[src/hdl/wcqs_pkg.sv]
// Package for the weighted class queue scheduler: sizes, codes, shared types
// and the entry address function. Depends on nothing; used by every module in hdl.
package wcqs_pkg;

  localparam int QUEUE_DEPTH = 64;
  localparam int CLASS_COUNT = 5;
  localparam int QUOTA_REGS  = 5;

  localparam int CLS_W   = 3;
  localparam int ACCT_W  = 24;
  localparam int OPS_W   = 8;
  localparam int QUOTA_W = 8;
  localparam int SVC_W   = 16;
  localparam int WAIT_W  = 9;
  localparam int STAT_W  = 2;
  localparam int CFG_IDX_W = 3;
  localparam int CFG_W   = 8;
  localparam int WORD_W  = ACCT_W + OPS_W;

  localparam int PTR_W       = (QUEUE_DEPTH > 1) ? $clog2(QUEUE_DEPTH) : 1;
  localparam int CNT_W       = $clog2(QUEUE_DEPTH + 1);
  localparam int STORE_DEPTH = CLASS_COUNT * QUEUE_DEPTH;
  localparam int ADDR_W      = $clog2(STORE_DEPTH);

  localparam logic [CFG_IDX_W-1:0] REG_TIME_PER_OP = CFG_IDX_W'(QUOTA_REGS);
  localparam logic [QUOTA_W-1:0]   SERVED_MAX      = {QUOTA_W{1'b1}};

  typedef logic [CLS_W-1:0]   cls_t;
  typedef logic [PTR_W-1:0]   ptr_t;
  typedef logic [CNT_W-1:0]   cnt_t;
  typedef logic [ADDR_W-1:0]  addr_t;
  typedef logic [QUOTA_W-1:0] quota_t;

  typedef enum logic [STAT_W-1:0] {
    STAT_OK    = 2'd0,
    STAT_FULL  = 2'd1,
    STAT_EMPTY = 2'd2
  } status_t;

  // Turn state handed to the class picker.
  typedef struct packed {
    cls_t   cur;
    quota_t served;
    quota_t quota;
  } pick_req_t;

  // Picker decision: class to serve and whether a new turn begins there.
  typedef struct packed {
    cls_t cls;
    logic new_turn;
  } pick_t;

  function automatic addr_t entry_addr(cls_t cls, ptr_t ptr);
    entry_addr = ADDR_W'(cls) * ADDR_W'(QUEUE_DEPTH) + ADDR_W'(ptr);
  endfunction

  function automatic ptr_t ptr_advance(ptr_t ptr);
    ptr_advance = (ptr == PTR_W'(QUEUE_DEPTH - 1)) ? '0 : ptr + PTR_W'(1);
  endfunction

endpackage

[src/hdl/wcqs_pick.sv]
// Class picker of the weighted class queue scheduler: decides whether the current
// turn ends and finds the next non-empty class. Depends on wcqs_pkg.
module wcqs_pick (
  input  wcqs_pkg::pick_req_t               req,
  input  logic [wcqs_pkg::CLASS_COUNT-1:0]  nonempty,
  output wcqs_pkg::pick_t                   pick
);

  logic                 move;
  wcqs_pkg::cls_t       found;
  logic [wcqs_pkg::CLS_W:0] sum;

  assign move = (req.served >= req.quota) || !nonempty[req.cur];

  // Candidates are visited from the farthest to the nearest, so the nearest
  // non-empty class following the current one wins. The search wraps fully
  // round to the current class itself.
  always_comb begin
    found = req.cur;
    sum   = '0;
    for (int k = wcqs_pkg::CLASS_COUNT; k >= 1; k--) begin
      sum = {1'b0, req.cur} + (wcqs_pkg::CLS_W + 1)'(k);
      if (sum >= (wcqs_pkg::CLS_W + 1)'(wcqs_pkg::CLASS_COUNT)) begin
        sum = sum - (wcqs_pkg::CLS_W + 1)'(wcqs_pkg::CLASS_COUNT);
      end
      if (nonempty[sum[wcqs_pkg::CLS_W-1:0]]) begin
        found = sum[wcqs_pkg::CLS_W-1:0];
      end
    end
  end

  assign pick.cls      = move ? found : req.cur;
  assign pick.new_turn = move;

endmodule

[config.mk]
export PLATFORM = sky130hd
export DESIGN_NAME = wcqs_pick
export DESIGN_NICKNAME = d
export VERILOG_FILES = /design/src/hdl/wcqs_pkg.sv /design/src/hdl/wcqs_pick.sv
export SDC_FILE = /design/constraint.sdc
export NUM_CORES = 1
export LEC_CHECK = 0
export ABC_AREA = 1
export BUFFER_PORTS_ARGS = -buffer_cell sky130_fd_sc_hd__buf_4
export CAP_MARGIN = 40
export CORE_MARGIN = 4
export CORE_UTILIZATION = 40
export DETAILED_ROUTE_END_ITERATION = 16
export PLACE_DENSITY = 0.62
export SYNTH_ARGS = -nofsm -noshare
export SYNTH_HDL_FRONTEND = slang
export SYNTH_SLANG_ARGS = --single-unit
[constraint.sdc]
create_clock -name vclk -period 6.1
set_input_delay 0.915 -clock vclk [all_inputs]
set_output_delay 0.915 -clock vclk [all_outputs]
set_load 0.01 [all_outputs]
==> results of run 1 <==
## worst max-delay path by stage
stage | from | cells after the start | end
after floorplan | req[17] | 17 | pick[2]
after global placement | req[16] | 19 | pick[1]
after detailed placement | req[16] | 19 | pick[1]
after CTS | req[16] | 19 | pick[1]
after global routing | req[16] | 19 | pick[1]
final | req[16] | 19 | pick[1]
## critical path, delay by kind of cell
family	cells	cell delay, ns
xor+xnor	1	0.25
compound gates	2	0.22
simple gates	9	0.57
buf+inv	5	0.72
fa+ha+maj	2	0.59
## layer usage
metal | vias to the layer above | wire length, um
li1 | 795 | -
met1 | 612 | 1773
met2 | 23 | 1644
met3 | 0 | 96
met4 | 0 | 0
met5 | - | 0
## cell usage after synthesis, types with 2 or more instances
master,instances,share of area [%]
nand2_1,68,19
nor2_2,2,0.95
ha_1,19,18
o21ai_1,3,1.1
nand4_1,7,3.3
inv_2,4,1.1
a21oi_1,14,5.3
nand3_1,22,8.4
a31oi_1,2,0.95
nand2_2,8,3.8
o21ai_0,7,2.7
buf_4,2,1.1
inv_1,30,8.6
o21ai_2,2,1.3
buf_6,2,1.7
o211ai_2,2,1.9
nand3_2,8,6.1
nor2_1,10,2.9
## layout make-up
| type | instances | area, um2 | share of cell area [%] |
|---|---|---|---|
| Multi-Input combinational cell | 187 | 1135 | 73.98 |
| Timing Repair Buffer | 28 | 210.2 | 13.70 |
| Inverter | 35 | 133.9 | 8.728 |
| Tap cell | 44 | 55.05 | 3.589 |
## metrics by stage
| step | instances | setup WS, ns | power [mW] |
|---|---|---|---|
| after CTS | 294 | 1.902 | 0.1634 |
| after global placement | 294 | 1.880 | 0.1629 |
| after detailed placement | 294 | 1.909 | 0.1630 |
| after floorplan | 228 | 2.290 | 0.1170 |
| final | 294 | 1.897 | 0.1625 |
| after global routing | 294 | 1.611 | 0.1890 |
## power groups by stage
stage          registers [mW]  logic, mW  clock network (mW)
6_report                    0      0.163                   0
5_1_grt                     0      0.189                   0
4_1_cts                     0      0.163                   0
3_5_place_dp                0      0.163                   0
3_3_place_gp                0      0.163                   0
2_1_floorplan               0      0.117                   0
## cell families (layout without fill, tap and decap cells)
| group | Yosys count | in the layout |
|---|---|---|
| AO/OA/AOI/OAI | 35 | 35 |
| adder cells (fa/ha/maj) | 20 | 20 |
| buffers and inverters | 41 | 63 |
| XOR/XNOR | 3 | 3 |
| AND/OR/NAND/NOR | 129 | 129 |
==> flow_metrics.env, run 1 <==
export IMPL_max_cap_violations=0
export IMPL_placed_area_um2=1534
export IMPL_grt_busiest_layer="met2"
export IMPL_finalHoldViolations=0
export IMPL_layout_cells_most_common="nand2_1"
export IMPL_cp_common_cell="nand2_1"
export IMPL_vias=1430
export IMPL_hold_slack_ns=2.299
export IMPL_antenna_found_initial=0
export IMPL_grt_start_max_net_pins=20
export IMPL_hold_path_class="in2out"
export IMPL_seqCellArea_um2=0
export IMPL_ir_worst_vdd_v=0.00004031
export IMPL_intPower_mw=0.06518
export IMPL_dieArea_um2=4269
export IMPL_pwr_share_seq_pct=0
export IMPL_n_fill_cell=356
export IMPL_rows=20
export IMPL_layout_common_cells="nand2_1, inv_1, buf_4"
export IMPL_layout_drive_gt1_share_pct=23.60
export IMPL_crit_chain="buf_4, inv_2, ha_1, inv_2, fa_1, inv_1, o21ai_4, xor2_1, nand2_1, nand3_1, nand2_1, nand2_2, nand2_1, a21oi_1, nand2_1, nand2_1, nand2_1, nand2_1, buf_4"
export IMPL_globalRoute_totalOverflow=0
export IMPL_post_route_util_pct=49.44
export IMPL_crit_arrival_ns=3.29
export IMPL_ys_types=34
export IMPL_hold_end="pick[1]"
export IMPL_synth_fa_ha_area_share_pct=19.60
export IMPL_critical_path_class="in2out"
export IMPL_final_area_um2=1534
export IMPL_start_util_pct=42.38
export IMPL_crit_required_ns=5.18
export IMPL_grtUsageMet1_pct=25.21
export IMPL_yosysSeqAreaShare_pct=0
export IMPL_min_period_over_period_pct=68.91
export IMPL_dpl_hpwl_um=2902
export IMPL_cp_start_kind="primary input"
export IMPL_finalCriticalPeriod_ns=4.203
export IMPL_vias_per_cell=4.864
export IMPL_synth_nets=272
export IMPL_drcViolationCount=0
export IMPL_tightest_slew_ns=0.3373
export IMPL_netlist_area_um2=1315
export IMPL_crit_path_end_kind="output port"
export IMPL_grt_pass1_vias=1387
export IMPL_synth_top_family_by_area="simple AND/OR/NAND/NOR gates"
export IMPL_yosysWarnings=0
export IMPL_combPwrFrac_pct=100.0
export IMPL_grt_usage_pct=17.46
export IMPL_synth_compound_area_share_pct=17.03
export IMPL_ant_nets=0
export IMPL_p_sw_mw=0.09734
export IMPL_setup_tns_ns=0
export IMPL_status="finished, final reports clean"
export IMPL_postSynthAreaPerCell_um2=5.768
export IMPL_fin_nets=296
export IMPL_area_growth_syn_to_layout_pct=16.65
export IMPL_hold_start="req[16]"
export IMPL_syn_inst=228
export IMPL_gr_usage_met2_pct=29.58
export IMPL_crit_path_max_incr_delay_ns=0.38
export IMPL_core_um2=3103
export IMPL_synth_xor_area_share_pct=2.569
export IMPL_cp_slowest_cell="fa_1"
export IMPL_wire_per_inst_um=11.95
export IMPL_post_cts_setup_buffer_count=0
export IMPL_p_leak_nw=0.8708
export IMPL_grt_util_met3_pct=1.026
export IMPL_portBuffers=28
export IMPL_place_congestion=0.8414
export IMPL_drv_slew=0
export IMPL_numSequentialCells=0
export IMPL_dr_pass1_iters=4
export IMPL_crit_fanout=19
export IMPL_setup_viol=0
export IMPL_die_w_um=65.34
export IMPL_worstHoldPathCells=4
export IMPL_ios=28
export IMPL_cts_resized=0
export IMPL_slew_headroom_pct=77.28
export IMPL_p_clk_share_pct=0
export IMPL_swShare_pct=59.89
export IMPL_wl_um=3514
export IMPL_rsz0062_at_grt="no"
export IMPL_antenna_diode_count=0
export IMPL_muxShareOfSynthArea_pct=0
export IMPL_cts_hold_buffers=0
export IMPL_first_iter_violations=54
export IMPL_clock_buffers=0
export IMPL_pwr_density_cell_nw_per_um2=105.9
export IMPL_fp_dieH_um=65.34
export IMPL_grt_pass1_wl_um=6168
export IMPL_yosys_area_share_simple_pct=47.10
export IMPL_clock_fmax_mhz=237.9
Note: power is estimated with default switching activity, not from simulation.
==> inputs of run 2 (changes only) <==
Settings changed: PLACE_DENSITY 0.62 to 0.64.
Clock period 6.1 ns to 3.7 ns, I/O delays scaled along.
==> run 2 against run 1 <==
Net effect:
- worst setup slack got worse by 1.6 ns
- cell count rose by 0.34%
- first-iteration DRC count rose by 7.4%
- critical endpoint unchanged
- non-clock buffer count rose by 1
- critical path depth fell by 1
- combinational power rose by 64%
- via count rose by 2.3%
==> flow_metrics.env, run 2 (synthesized netlist as in run 1, its figures left out) <==
export IMPL_status="finished, final reports clean"
export IMPL_slew_headroom_pct=74.38
export IMPL_cp_slowest_cell="fa_1"
export IMPL_ant_nets=0
export IMPL_place_congestion=0.9126
export IMPL_crit_required_ns=3.14
export IMPL_cp_start_kind="primary input"
export IMPL_clock_buffers=0
export IMPL_dr_pass1_iters=4
export IMPL_grt_busiest_layer="met2"
export IMPL_ios=28
export IMPL_finalWorstSetupSlack_ns=0.3380
export IMPL_seqCellArea_um2=0
export IMPL_portBuffers=28
export IMPL_cts_resized=0
export IMPL_crit_path_end_kind="output port"
export IMPL_antenna_diode_count=0
export IMPL_layout_drive_gt1_share_pct=23.90
export IMPL_wire_per_inst_um=11.10
export IMPL_clock_fmax_mhz=297.4
export IMPL_cp_common_cell="nand2_1"
export IMPL_worstHoldPathCells=4
export IMPL_p_leak_nw=0.8756
export IMPL_layout_cells_most_common="nand2_1"
export IMPL_crit_fanout=19
export IMPL_placed_cells=295
export IMPL_first_iter_violations=58
export IMPL_core_um2=3103
export IMPL_grtUsageMet1_pct=22.74
export IMPL_wl_um=3275
export IMPL_dpl_hpwl_um=2810
export IMPL_hold_end="pick[2]"
export IMPL_fp_dieH_um=65.34
export IMPL_cts_hold_buffers=0
export IMPL_critical_path_class="in2out"
export IMPL_start_util_pct=42.38
export IMPL_max_cap_violations=0
export IMPL_post_cts_setup_buffer_count=0
export IMPL_crit_arrival_ns=2.81
export IMPL_setup_viol=0
export IMPL_grt_pass1_wl_um=5844
export IMPL_rsz0062_at_grt="no"
export IMPL_finalCriticalPeriod_ns=3.362
export IMPL_grt_util_met3_pct=0.5128
export IMPL_fin_nets=297
export IMPL_place_ws_ns=0.3600
export IMPL_drcViolationCount=0
export IMPL_grt_pass1_vias=1368
export IMPL_hold_path_class="in2out"
export IMPL_vias=1463
export IMPL_globalRoute_totalOverflow=0
export IMPL_ir_worst_vdd_v=0.00006527
export IMPL_gr_usage_met2_pct=27.94
export IMPL_pwr_density_cell_nw_per_um2=174.1
export IMPL_antenna_found_initial=0
export IMPL_setup_tns_ns=0
export IMPL_grt_usage_pct=16.29
export IMPL_tightest_slew_ns=0.3803
export IMPL_vias_per_cell=4.959
export IMPL_post_route_util_pct=49.68
export IMPL_n_fill_cell=359
export IMPL_finalHoldViolations=0
export IMPL_crit_chain="buf_4, inv_2, ha_1, inv_2, fa_1, inv_1, o21ai_4, xor2_1, nand2_1, nand3_1, nand2_1, nand2_2, nand2_1, a21oi_1, nand2_1, nand2_1, nand2_1, buf_4"
export IMPL_numSequentialCells=0
export IMPL_critical_path_top_delay_family="buffers and inverters"
export IMPL_rows=20
export IMPL_fin_cells=295
export IMPL_min_period_over_period_pct=90.87
export IMPL_grt_start_max_net_pins=20
export IMPL_dieArea_um2=4269
export IMPL_drv_slew=0
export IMPL_hold_start="req[17]"
export IMPL_area_growth_syn_to_layout_pct=17.22
export IMPL_total_power_mw=0.2684
export IMPL_path_buf_inv=5
export IMPL_layout_common_cells="nand2_1, inv_1, buf_4"
export IMPL_crit_path_max_incr_delay_ns=0.38
export IMPL_die_w_um=65.34
[run 2: cell types whose count changed in the layout (fill, tap and decap cells not counted)]
cell,before,now
buf_4,28,29
[run 2: area by class of cell]
class | instances | area [um2] | area share, %
repair buffers | 29 | 217.7 | 14.12
well taps | 44 | 55.05 | 3.571
inverters | 35 | 133.9 | 8.685
multi-input cells | 187 | 1135 | 73.62
[run 2: worst max-delay path by stage]
stage / from / end / slack (ns) / cells after the start
3_3_place_gp: req[16] / pick[1] / 0.34 / 19
3_5_place_dp: req[16] / pick[1] / 0.36 / 18
2_1_floorplan: req[17] / pick[2] / 0.61 / 17
6_report: req[16] / pick[1] / 0.34 / 18
5_1_grt: req[16] / pick[1] / 0.02 / 19
4_1_cts: req[16] / pick[1] / 0.34 / 18
[run 2: through the flow]
| step | hold WS (ns) | area [um2] |
|---|---|---|
| finish | 1.592 | 1541 |
| global placement | 1.606 | 1541 |
| global route | 1.643 | 1541 |
| floorplan | 1.328 | 1315 |
| CTS | 1.593 | 1541 |
| detailed placement | 1.593 | 1541 |
[run 2: routing by layer]
metal	share of wire (%)	up-vias
met3	5.6	4
met1	49	614
li1	-	795
met5	0	-
met2	44	50
met4	1.6	0
[run 2: power by group]
| part | switching, mW | leakage (nW) | internal [mW] |
|---|---|---|---|
| logic | 0.160 | 0.876 | 0.108 |
| registers | 0 | 0 | 0 |
| clock network | 0 | 0 | 0 |
| total | 0.160 | 0.876 | 0.108 |
==> inputs of run 3 (changes only) <==
Settings changed: SETUP_SLACK_MARGIN from default to 0.5.
==> run 3 against run 2 <==
Net effect:
- critical path type unchanged
- die area did not move
- first-iteration DRC count decreased by 3.4%
- critical endpoint unchanged
- core utilization is 7.1 points higher
- critical path depth is 1 higher
==> flow_metrics.env, run 3 (synthesized netlist as in run 1, its figures left out) <==
export IMPL_status="finished, final reports clean"
export IMPL_p_clk_share_pct=0
export IMPL_wire_per_inst_um=11.98
export IMPL_placed_area_um2=1541
export IMPL_fp_dieH_um=65.34
export IMPL_numSequentialCells=0
export IMPL_rows=20
export IMPL_drcViolationCount=0
export IMPL_p_leak_nw=0.9386
export IMPL_intPower_mw=0.1355
export IMPL_cp_depth=19
export IMPL_ant_nets=0
export IMPL_critical_path_top_delay_family="simple AND/OR/NAND/NOR gates"
export IMPL_layout_drive_gt1_share_pct=34.36
export IMPL_dpl_hpwl_um=2810
export IMPL_tightest_slew_ns=0.3871
export IMPL_combPwrFrac_pct=100.0
export IMPL_grt_usage_pct=16.43
export IMPL_endpoint="pick[1]"
export IMPL_clock_buffers=0
export IMPL_crit_path_end_kind="output port"
export IMPL_hold_path_class="in2out"
export IMPL_swShare_pct=56.87
export IMPL_vias=1515
export IMPL_grt_pass1_wl_um=5885
export IMPL_fin_nets=305
export IMPL_p_sw_mw=0.1786
export IMPL_pwr_share_seq_pct=0
export IMPL_crit_required_ns=3.14
export IMPL_max_cap_violations=0
export IMPL_crit_chain="buf_16, clkinv_8, ha_4, inv_2, fa_2, inv_2, o21ai_4, xor2_2, nand2_1, nand3_1, nand2_1, nand2_2, nand2_4, a21oi_2, nand2_1, nand2_1, nand2_1, nand2_1, buf_6"
export IMPL_start_util_pct=42.38
export IMPL_path_buf_inv=5
export IMPL_pwr_density_cell_nw_per_um2=178.4
export IMPL_critical_path_class="in2out"
export IMPL_grt_start_max_net_pins=20
export IMPL_antenna_diode_count=0
export IMPL_die_w_um=65.34
export IMPL_finalCriticalPeriod_ns=3.060
export IMPL_drv_slew=0
export IMPL_layout_common_cells="nand2_1, buf_4, inv_1"
export IMPL_crit_path_max_incr_delay_ns=0.36
export IMPL_core_um2=3103
export IMPL_setup_tns_ns=0
export IMPL_hold_slack_ns=1.551
export IMPL_total_power_mw=0.3140
export IMPL_first_iter_violations=56
export IMPL_min_period_over_period_pct=82.69
export IMPL_finalHoldViolations=0
export IMPL_dr_pass1_iters=4
export IMPL_portBuffers=28
export IMPL_cp_start_kind="primary input"
export IMPL_final_area_um2=1760
export IMPL_crit_fanout=7
export IMPL_ios=28
export IMPL_area_growth_syn_to_layout_pct=33.87
export IMPL_grt_pass1_vias=1361
export IMPL_setup_viol=0
export IMPL_dieArea_um2=4269
export IMPL_seqCellArea_um2=0
export IMPL_cp_common_cell="nand2_1"
export IMPL_ir_worst_vdd_v=0.00006803
export IMPL_crit_start="req[16]"
export IMPL_cts_hold_buffers=0
export IMPL_place_congestion=0.9126
export IMPL_vias_per_cell=5.000
export IMPL_globalRoute_totalOverflow=0
export IMPL_wl_um=3631
export IMPL_slew_headroom_pct=73.92
export IMPL_layout_cells_most_common="nand2_1"
export IMPL_antenna_found_initial=0
export IMPL_rsz0062_at_grt="no"
export IMPL_cp_slowest_cell="fa_2"
export IMPL_crit_arrival_ns=2.50
export IMPL_clock_fmax_mhz=326.8
-- run 3: power groups by stage --
stage,Clock (mW),Sequential [mW],Combinational [mW]
global route,0,0,0.356
CTS,0,0,0.272
detailed placement,0,0,0.267
finish,0,0,0.314
global placement,0,0,0.271
floorplan,0,0,0.193
-- run 3: stage by stage --
stage | worst slack [ns] | utilization [%] | cells
global placement | 0.3404 | 49.68 | 295
CTS | 0.5000 | 50.44 | 295
floorplan | 0.6102 | - | 228
detailed placement | 0.3600 | 49.68 | 295
global route | 0.4489 | 56.73 | 303
finish | 0.6404 | 56.73 | 303
-- run 3: worst min path at each step --
stage             from      end  slack, ns  depth (start not counted)
3_5_place_dp   req[17]  pick[2]       1.59                          4
3_3_place_gp   req[17]  pick[2]       1.61                          4
4_1_cts        req[16]  pick[1]       1.55                          4
2_1_floorplan  req[18]  pick[3]       1.33                          2
6_report       req[17]  pick[2]       1.55                          4
5_1_grt        req[17]  pick[2]       1.58                          4
-- run 3: what timing repair did --
item / 4_1_cts / 5_1_grt
gates resized for setup: 7 / 30
setup buffers: 0 / 8
endpoints found under the setup margin: 3 / 3
pin swaps: 1 / 8
-- run 3: layout make-up --
class / instances / area (um2)
timing repair buffer: 37 / 321.6
fill: 328 / 1343
inverter: 35 / 148.9
tap: 44 / 55.05
multi-input combinational: 187 / 1235
-- run 3: layer usage --
metal  wire [um]  GRT usage (%)  part of all wire, %
met5           0              0                    0
met4          74          3.109                  2.0
met3         133         0.5128                  3.7
met2        1734          28.07                   48
met1        1688          23.07                   46
